--- config.mk ---
export PLATFORM = sky130hd
export DESIGN_NAME = job_table_engine
export DESIGN_NICKNAME = d
export VERILOG_FILES = /design/src/hw/rtl/jte_pkg.sv /design/src/hw/rtl/job_table_engine.sv
export SDC_FILE = /design/constraint.sdc
export NUM_CORES = 1
export LEC_CHECK = 0
export ABC_AREA = 1
export ABC_CLOCK_PERIOD_IN_PS = 9000
export BUFFER_PORTS_ARGS = -buffer_cell sky130_fd_sc_hd__buf_2
export CAP_MARGIN = 20
export CORE_ASPECT_RATIO = 0.75
export CORE_MARGIN = 4
export CORE_UTILIZATION = 50
export DETAILED_ROUTE_END_ITERATION = 10
export PLACE_DENSITY_LB_ADDON = 0.25
export SYNTH_ARGS = -nofsm -noshare
export SYNTH_HDL_FRONTEND = slang
export SYNTH_SLANG_ARGS = --single-unit
--- constraint.sdc ---
create_clock -name clk_i -period 9 [get_ports clk_i]
set_clock_uncertainty 0.05 [all_clocks]
set_input_delay 0.45 -clock clk_i [delete_from_list [all_inputs] [get_ports clk_i]]
set_output_delay 0.45 -clock clk_i [all_outputs]
set_load 0.02 [all_outputs]
--- src/hw/rtl/jte_pkg.sv ---
// Package with the beat types and operation and status codes of the job table engine.
package jte_pkg;

  localparam int unsigned PidW = 22;
  localparam int unsigned JobKeyW = 5;
  localparam int unsigned RunW = 2;
  localparam int unsigned CountOutW = 5;

  localparam logic [2:0] OP_ADD = 3'd0;
  localparam logic [2:0] OP_DEL_PID = 3'd1;
  localparam logic [2:0] OP_DEL_JOB = 3'd2;
  localparam logic [2:0] OP_FIND_PID = 3'd3;
  localparam logic [2:0] OP_FIND_JOB = 3'd4;
  localparam logic [2:0] OP_FOREGROUND = 3'd5;

  localparam logic [1:0] ST_OK = 2'd0;
  localparam logic [1:0] ST_NOT_FOUND = 2'd1;
  localparam logic [1:0] ST_FULL = 2'd2;
  localparam logic [1:0] ST_BAD_PID = 2'd3;

  localparam logic [RunW-1:0] RUN_FOREGROUND = 2'd1;

  typedef struct packed {
    logic [2:0]         opcode;
    logic [PidW-1:0]    pid_key;
    logic [JobKeyW-1:0] job_key;
    logic [RunW-1:0]    run_state;
  } jte_in_t;

  typedef struct packed {
    logic [1:0]           status;
    logic [PidW-1:0]      found_pid;
    logic [JobKeyW-1:0]   found_job;
    logic [RunW-1:0]      found_state;
    logic [CountOutW-1:0] live_count;
  } jte_out_t;

endpackage

--- src/hw/rtl/job_table_engine.sv ---
// Job table engine: a table of job entries in one memory, scanned by a sequencer.
// An add or a find scans the memory up to the first matching or free entry; a delete scans for
// the match, then rescans the whole table for the highest job number. Scans read one entry a cycle.
// Throughput: one item at a time; the next input beat is taken once the result is registered.
// Reset clears the entry valid bits and the count and sets the next job number to one at once; there
// is no clearing pass, and items are accepted as soon as reset is released.
module job_table_engine #(
  parameter int unsigned TABLE_DEPTH = 16
) (
  input  logic              clk_i,
  input  logic              rst_ni,
  input  logic              in_valid_i,
  output logic              in_ready_o,
  input  jte_pkg::jte_in_t  in_data_i,
  output logic              out_valid_o,
  input  logic              out_ready_i,
  output jte_pkg::jte_out_t out_data_o
);
  import jte_pkg::*;

  localparam int unsigned AW = $clog2(TABLE_DEPTH);
  localparam int unsigned JW = $clog2(TABLE_DEPTH + 1);
  localparam logic [AW-1:0] LastAddr = AW'(TABLE_DEPTH - 1);
  localparam logic [JW:0] DepthW = (JW + 1)'(TABLE_DEPTH);
  localparam logic [JW-1:0] JobOne = JW'(1);

  typedef struct packed {
    logic [PidW-1:0] pid;
    logic [JW-1:0]   job;
    logic [RunW-1:0] st;
  } ent_t;

  typedef enum logic [5:0] {
    S_IDLE = 6'b000001,
    S_SCAN = 6'b000010,
    S_ADD  = 6'b000100,
    S_DEL  = 6'b001000,
    S_MAX  = 6'b010000,
    S_DONE = 6'b100000
  } state_e;

  ent_t                   mem [TABLE_DEPTH];
  ent_t                   rdata_q;
  logic [TABLE_DEPTH-1:0] valid_q;
  state_e                 state_q;
  jte_in_t                in_q;
  jte_out_t               res_q;
  jte_out_t               out_q;
  logic                   out_vld_q;
  logic                   rd_on_q;
  logic [AW-1:0]          rd_addr_q;
  logic                   pipe_vld_q;
  logic [AW-1:0]          cmp_addr_q;
  logic [AW-1:0]          hit_q;
  logic [JW-1:0]          next_job_q;
  logic [JW-1:0]          count_q;
  logic [JW-1:0]          top_q;

  logic          cmp_valid;
  logic          cmp_last;
  logic          match;
  logic [JW-1:0] cand;
  logic [JW-1:0] top_d;
  logic [JW:0]   top_inc;
  logic [JW:0]   nj_inc;
  logic [JW-1:0] nj_add_d;
  logic [JW-1:0] nj_del_d;

  assign in_ready_o  = (state_q == S_IDLE);
  assign out_valid_o = out_vld_q;
  assign out_data_o  = out_q;

  assign cmp_valid = valid_q[cmp_addr_q];
  assign cmp_last  = (cmp_addr_q == LastAddr);

  always_comb begin
    case (in_q.opcode)
      OP_ADD:                    match = !cmp_valid;
      OP_DEL_PID, OP_FIND_PID:   match = cmp_valid && (rdata_q.pid == in_q.pid_key);
      OP_DEL_JOB, OP_FIND_JOB:   match = cmp_valid && (32'(rdata_q.job) == 32'(in_q.job_key));
      OP_FOREGROUND:             match = cmp_valid && (rdata_q.st == RUN_FOREGROUND);
      default:                   match = 1'b0;
    endcase
  end

  assign cand     = (pipe_vld_q && cmp_valid) ? rdata_q.job : '0;
  assign top_d    = (cand > top_q) ? cand : top_q;
  assign top_inc  = {1'b0, top_d} + (JW + 1)'(1);
  assign nj_del_d = (top_inc > DepthW) ? JobOne : top_inc[JW-1:0];
  assign nj_inc   = {1'b0, next_job_q} + (JW + 1)'(1);
  assign nj_add_d = (nj_inc > DepthW) ? JobOne : nj_inc[JW-1:0];

  always_ff @(posedge clk_i) begin
    if (rd_on_q) begin
      rdata_q <= mem[rd_addr_q];
    end
    if (state_q == S_ADD) begin
      mem[hit_q] <= '{pid: in_q.pid_key, job: next_job_q, st: in_q.run_state};
    end
  end

  always_ff @(posedge clk_i or negedge rst_ni) begin
    if (!rst_ni) begin
      state_q    <= S_IDLE;
      valid_q    <= '0;
      out_vld_q  <= 1'b0;
      rd_on_q    <= 1'b0;
      rd_addr_q  <= '0;
      pipe_vld_q <= 1'b0;
      cmp_addr_q <= '0;
      hit_q      <= '0;
      next_job_q <= JobOne;
      count_q    <= '0;
      top_q      <= '0;
      in_q       <= '0;
      res_q      <= '0;
      out_q      <= '0;
    end else begin
      pipe_vld_q <= rd_on_q;
      cmp_addr_q <= rd_addr_q;
      if (rd_on_q) begin
        if (rd_addr_q == LastAddr) begin
          rd_on_q <= 1'b0;
        end else begin
          rd_addr_q <= rd_addr_q + AW'(1);
        end
      end
      if (out_vld_q && out_ready_i) begin
        out_vld_q <= 1'b0;
      end

      case (state_q)
        S_IDLE: begin
          if (in_valid_i) begin
            in_q  <= in_data_i;
            res_q <= '0;
            case (in_data_i.opcode)
              OP_ADD, OP_DEL_PID, OP_DEL_JOB, OP_FIND_PID, OP_FIND_JOB,
              OP_FOREGROUND: begin
                if (in_data_i.opcode == OP_ADD && in_data_i.pid_key == '0) begin
                  res_q.status <= ST_BAD_PID;
                  state_q      <= S_DONE;
                end else begin
                  rd_on_q   <= 1'b1;
                  rd_addr_q <= '0;
                  state_q   <= S_SCAN;
                end
              end
              default: begin
                res_q.status <= ST_NOT_FOUND;
                state_q      <= S_DONE;
              end
            endcase
          end
        end
        S_SCAN: begin
          if (pipe_vld_q && match) begin
            rd_on_q           <= 1'b0;
            pipe_vld_q        <= 1'b0;
            hit_q             <= cmp_addr_q;
            res_q.status      <= ST_OK;
            res_q.found_pid   <= rdata_q.pid;
            res_q.found_job   <= JobKeyW'(rdata_q.job);
            res_q.found_state <= rdata_q.st;
            case (in_q.opcode)
              OP_ADD:                 state_q <= S_ADD;
              OP_DEL_PID, OP_DEL_JOB: state_q <= S_DEL;
              default:                state_q <= S_DONE;
            endcase
          end else if (pipe_vld_q && cmp_last) begin
            res_q.status <= (in_q.opcode == OP_ADD) ? ST_FULL : ST_NOT_FOUND;
            state_q      <= S_DONE;
          end
        end
        S_ADD: begin
          valid_q[hit_q]    <= 1'b1;
          count_q           <= count_q + JW'(1);
          next_job_q        <= nj_add_d;
          res_q.found_pid   <= in_q.pid_key;
          res_q.found_job   <= JobKeyW'(next_job_q);
          res_q.found_state <= in_q.run_state;
          state_q           <= S_DONE;
        end
        S_DEL: begin
          valid_q[hit_q] <= 1'b0;
          if (count_q != '0) begin
            count_q <= count_q - JW'(1);
          end
          top_q     <= '0;
          rd_on_q   <= 1'b1;
          rd_addr_q <= '0;
          state_q   <= S_MAX;
        end
        S_MAX: begin
          top_q <= top_d;
          if (pipe_vld_q && cmp_last) begin
            next_job_q <= nj_del_d;
            state_q    <= S_DONE;
          end
        end
        S_DONE: begin
          if (!out_vld_q || out_ready_i) begin
            out_vld_q        <= 1'b1;
            out_q            <= res_q;
            out_q.live_count <= CountOutW'(count_q);
            state_q          <= S_IDLE;
          end
        end
        default: begin
          state_q <= S_IDLE;
        end
      endcase
    end
  end

endmodule

==> impl_metrics.toml <==
[setup_path]
cp_num_buf_inv = 5
rr_endpoint = "next_job_q[4]$_DFFE_PN0P_"
worstPathMaxFanout = 10
required_ns = 9.47
crit_family = "simple AND/OR/NAND/NOR gates"
cp.depth = 29
criticalPathCategory = "register to register"
end_kind = "register"
crit-reg2reg-launch = "cmp_addr_q[0]$_DFF_PN0_"
worstRegToRegCells = 29
slowest_stage = "dfrtp_1"
worstSetupStartpoint = "cmp_addr_q[0]$_DFF_PN0_"
cp_slowest_stage_delay_ns = 0.54
r2r_slack_ns = 5.35
crit_path_start_kind = "register"
critPathMostFrequentCell = "nand2_1"
endpoint = "next_job_q[4]$_DFFE_PN0P_"
arrival_ns = 4.12

[power]
powerDensity_nw_per_um2 = 320
power.total_uw = 9650
p_leak_uw = 0.0116
ir_worst_vdd_mv = 0.193

[routing]
wl_met2_mm = 30.1
wirelength_met1_mm = 29.0
drt-pass1-iter-count = 6
post_drt_wl_per_cell_um = 21.9
drtAntennaViolNets = 0
drtIter0Drc = 1545
met3_length_mm = 4.65
routed.top_layer = "met4"
vias = 17100
wl_mm = 65.7
drc = 0
vias_per_cell = 5.69

[sta]
tns_ns = 0
setup_violations = 0
finalHoldViolations = 0
max_slew.worst_pin.slew_ns = 1.07
slew_violations = 0
holdWs_ns = 0.0418
slew_headroom = 0.279
rsz0062_at_grt = "false"
layout_min_cycle_time_ns = 3.65
fin_crit_sh = 0.406
fmax_ghz = 0.274

[clock_network]
clock_sinks = 644
root_buffer = "clkbuf_16"
numCtsBuffers = 58
path_clk_slew_ns = 0.06
clkLatencyLatePin_ns = 0.60
ctsLongestPathBuffers = 3
cts_tree = "built"
htreeDepth = 2
post_cts_resized = 0

[job]
cap_violations = 0

[grt]
grt_pass1_wl_mm = 99.2
grt_pass1_vias = 16400
overflow = 0
antenna_found_initial = 2
grt_util_all_layers = 0.222
grt_start_max_net_pins = 103

[status]
status = "finished clean"

[place]
portBuffers = 73
globalplace.congestion = 0.898
post-place-cells = 2888
hpwl_mm = 37.5

[layout]
layout_common_cells = "493 x edfxtp_1, 267 x inv_1, 218 x o21ai_0"
final_cells = 3000
drive_gt1_frac = 0.119
area_delta_synth_final_pct = 11.8
final_common_cell = "edfxtp_1"
nets = 2290
antenna_cells = 0

[synth]
synth_seq_cells = 644
netlist_area_um2 = 27000
yosysUniqueCellTypes = 47
synth_fp_nets = 2236
yosysWarnings = 0
yosysSeqAreaShare = 0.689
netlist_instances = 2186
avgSynthCellArea_um2 = 12.3

[floorplanning]
rows = 73
die_area_um2 = 57700
dieWidth_um = 276
start_util = 0.507
chipHeight_um = 209
ios = 74
coreArea_um2 = 53200

[worst_hold_path]
hp-class = "input port to register"
## cells by family (layout without fill, tap and decap cells)
logic type,after synthesis,after routing,share of synthesized area
DFF,644,644,0.689
AOI/OAI and AO/OA,558,558,0.122
and+or+nand+nor,425,425,0.0692
buffers and inverters,391,493,0.0566
muxes,127,127,0.0477
xor gates and xnor gates,27,27,0.00877
adders and majority gates,14,14,0.00678
## layer usage
metal	up-vias	global-route usage
met5	-	0
met4	0	0.0634
met3	111	0.0326
met2	601	0.348
met1	8465	0.328
li1	7881	-
## how the worst min path moves through the flow
stage / from / endpoint / slack (ns) / depth (start not counted)
2_1_floorplan: rst_ni / asynchronous set/reset pin / 0.10 / 0
3_3_place_gp: rst_ni / out_data_o[23]$_DFFE_PN0P_ / 0.36 / 1
3_5_place_dp: rst_ni / out_data_o[23]$_DFFE_PN0P_ / 0.36 / 1
4_1_cts: in_data_i[6] / in_q[6]$_DFFE_PN0P_ / 0.01 / 2
5_1_grt: in_data_i[6] / in_q[6]$_DFFE_PN0P_ / 0.02 / 2
6_report: in_data_i[2] / in_q[2]$_DFFE_PN0P_ / 0.04 / 2
## sequential cells by signal, summed over array words and instances, names as in the netlist, 5 cells and up, named ones only
signal,flops
next_job_q,5
state_q,6
res_q,31
top_q,5
out_data_o,36
rdata_q,29
count_q,5
in_q,32
mem,464
## Yosys cell counts (all sizes together)
cell type  instances  area, um2
inv              277       1040
nand2            205        792
a21oi            174        946
nand4             19        125
o32a               4       40.0
a22o              11       96.3
a31oi             13       81.3
mux2              11        124
o21ai            220       1110
xor2              18        158
nor4               7       80.1
dfrtp            149       3730
o31ai              2       15.0
clkbuf            83        312
nor3              23        120
nor2             105        397
mux2i            116       1160
o22ai             15       93.8
fa                 1       20.0
a211oi             1       7.51
buf               29        165
nand3b             2       15.0
xnor2              9       78.8
dfstp              2       52.6
o21a               1       7.51
ha                13        163
a311oi             1       8.76
o211ai           116        871
edfxtp           493      14800
nand3             64        338
clkinv             2       7.51
## area by class of cell
class / count / area [um2]
well taps: 712 / 891
inverters: 279 / 1050
fillers: 4352 / 23000
multi-input cells: 1151 / 6940
flip-flops and latches: 644 / 18600
clock buffers: 66 / 1500
repair buffers: 106 / 662
clock inverters: 42 / 508
## power breakdown
| part | leakage (uW) | internal [uW] | switching [uW] | total [uW] |
|---|---|---|---|---|
| clock network | 0.000974 | 1540 | 1080 | 2610 |
| logic | 0.00428 | 888 | 1660 | 2550 |
| registers | 0.00633 | 3840 | 643 | 4480 |
## through the flow
step / setup slack (ns) / instance area, um2 / utilization
floorplan: 5.42 / 27000 / -
global placement: 5.46 / 28100 / 0.528
detailed placement: 5.33 / 28100 / 0.528
CTS: 5.32 / 30100 / 0.566
global route: 4.93 / 30200 / 0.567
finish: 5.35 / 30200 / 0.567
## what timing repair did
action,4_1_cts,5_1_grt
hold buffers,1,0
endpoints found under the hold margin,48,0
setup buffers,0,0
Power figures use the tool's default switching activity.
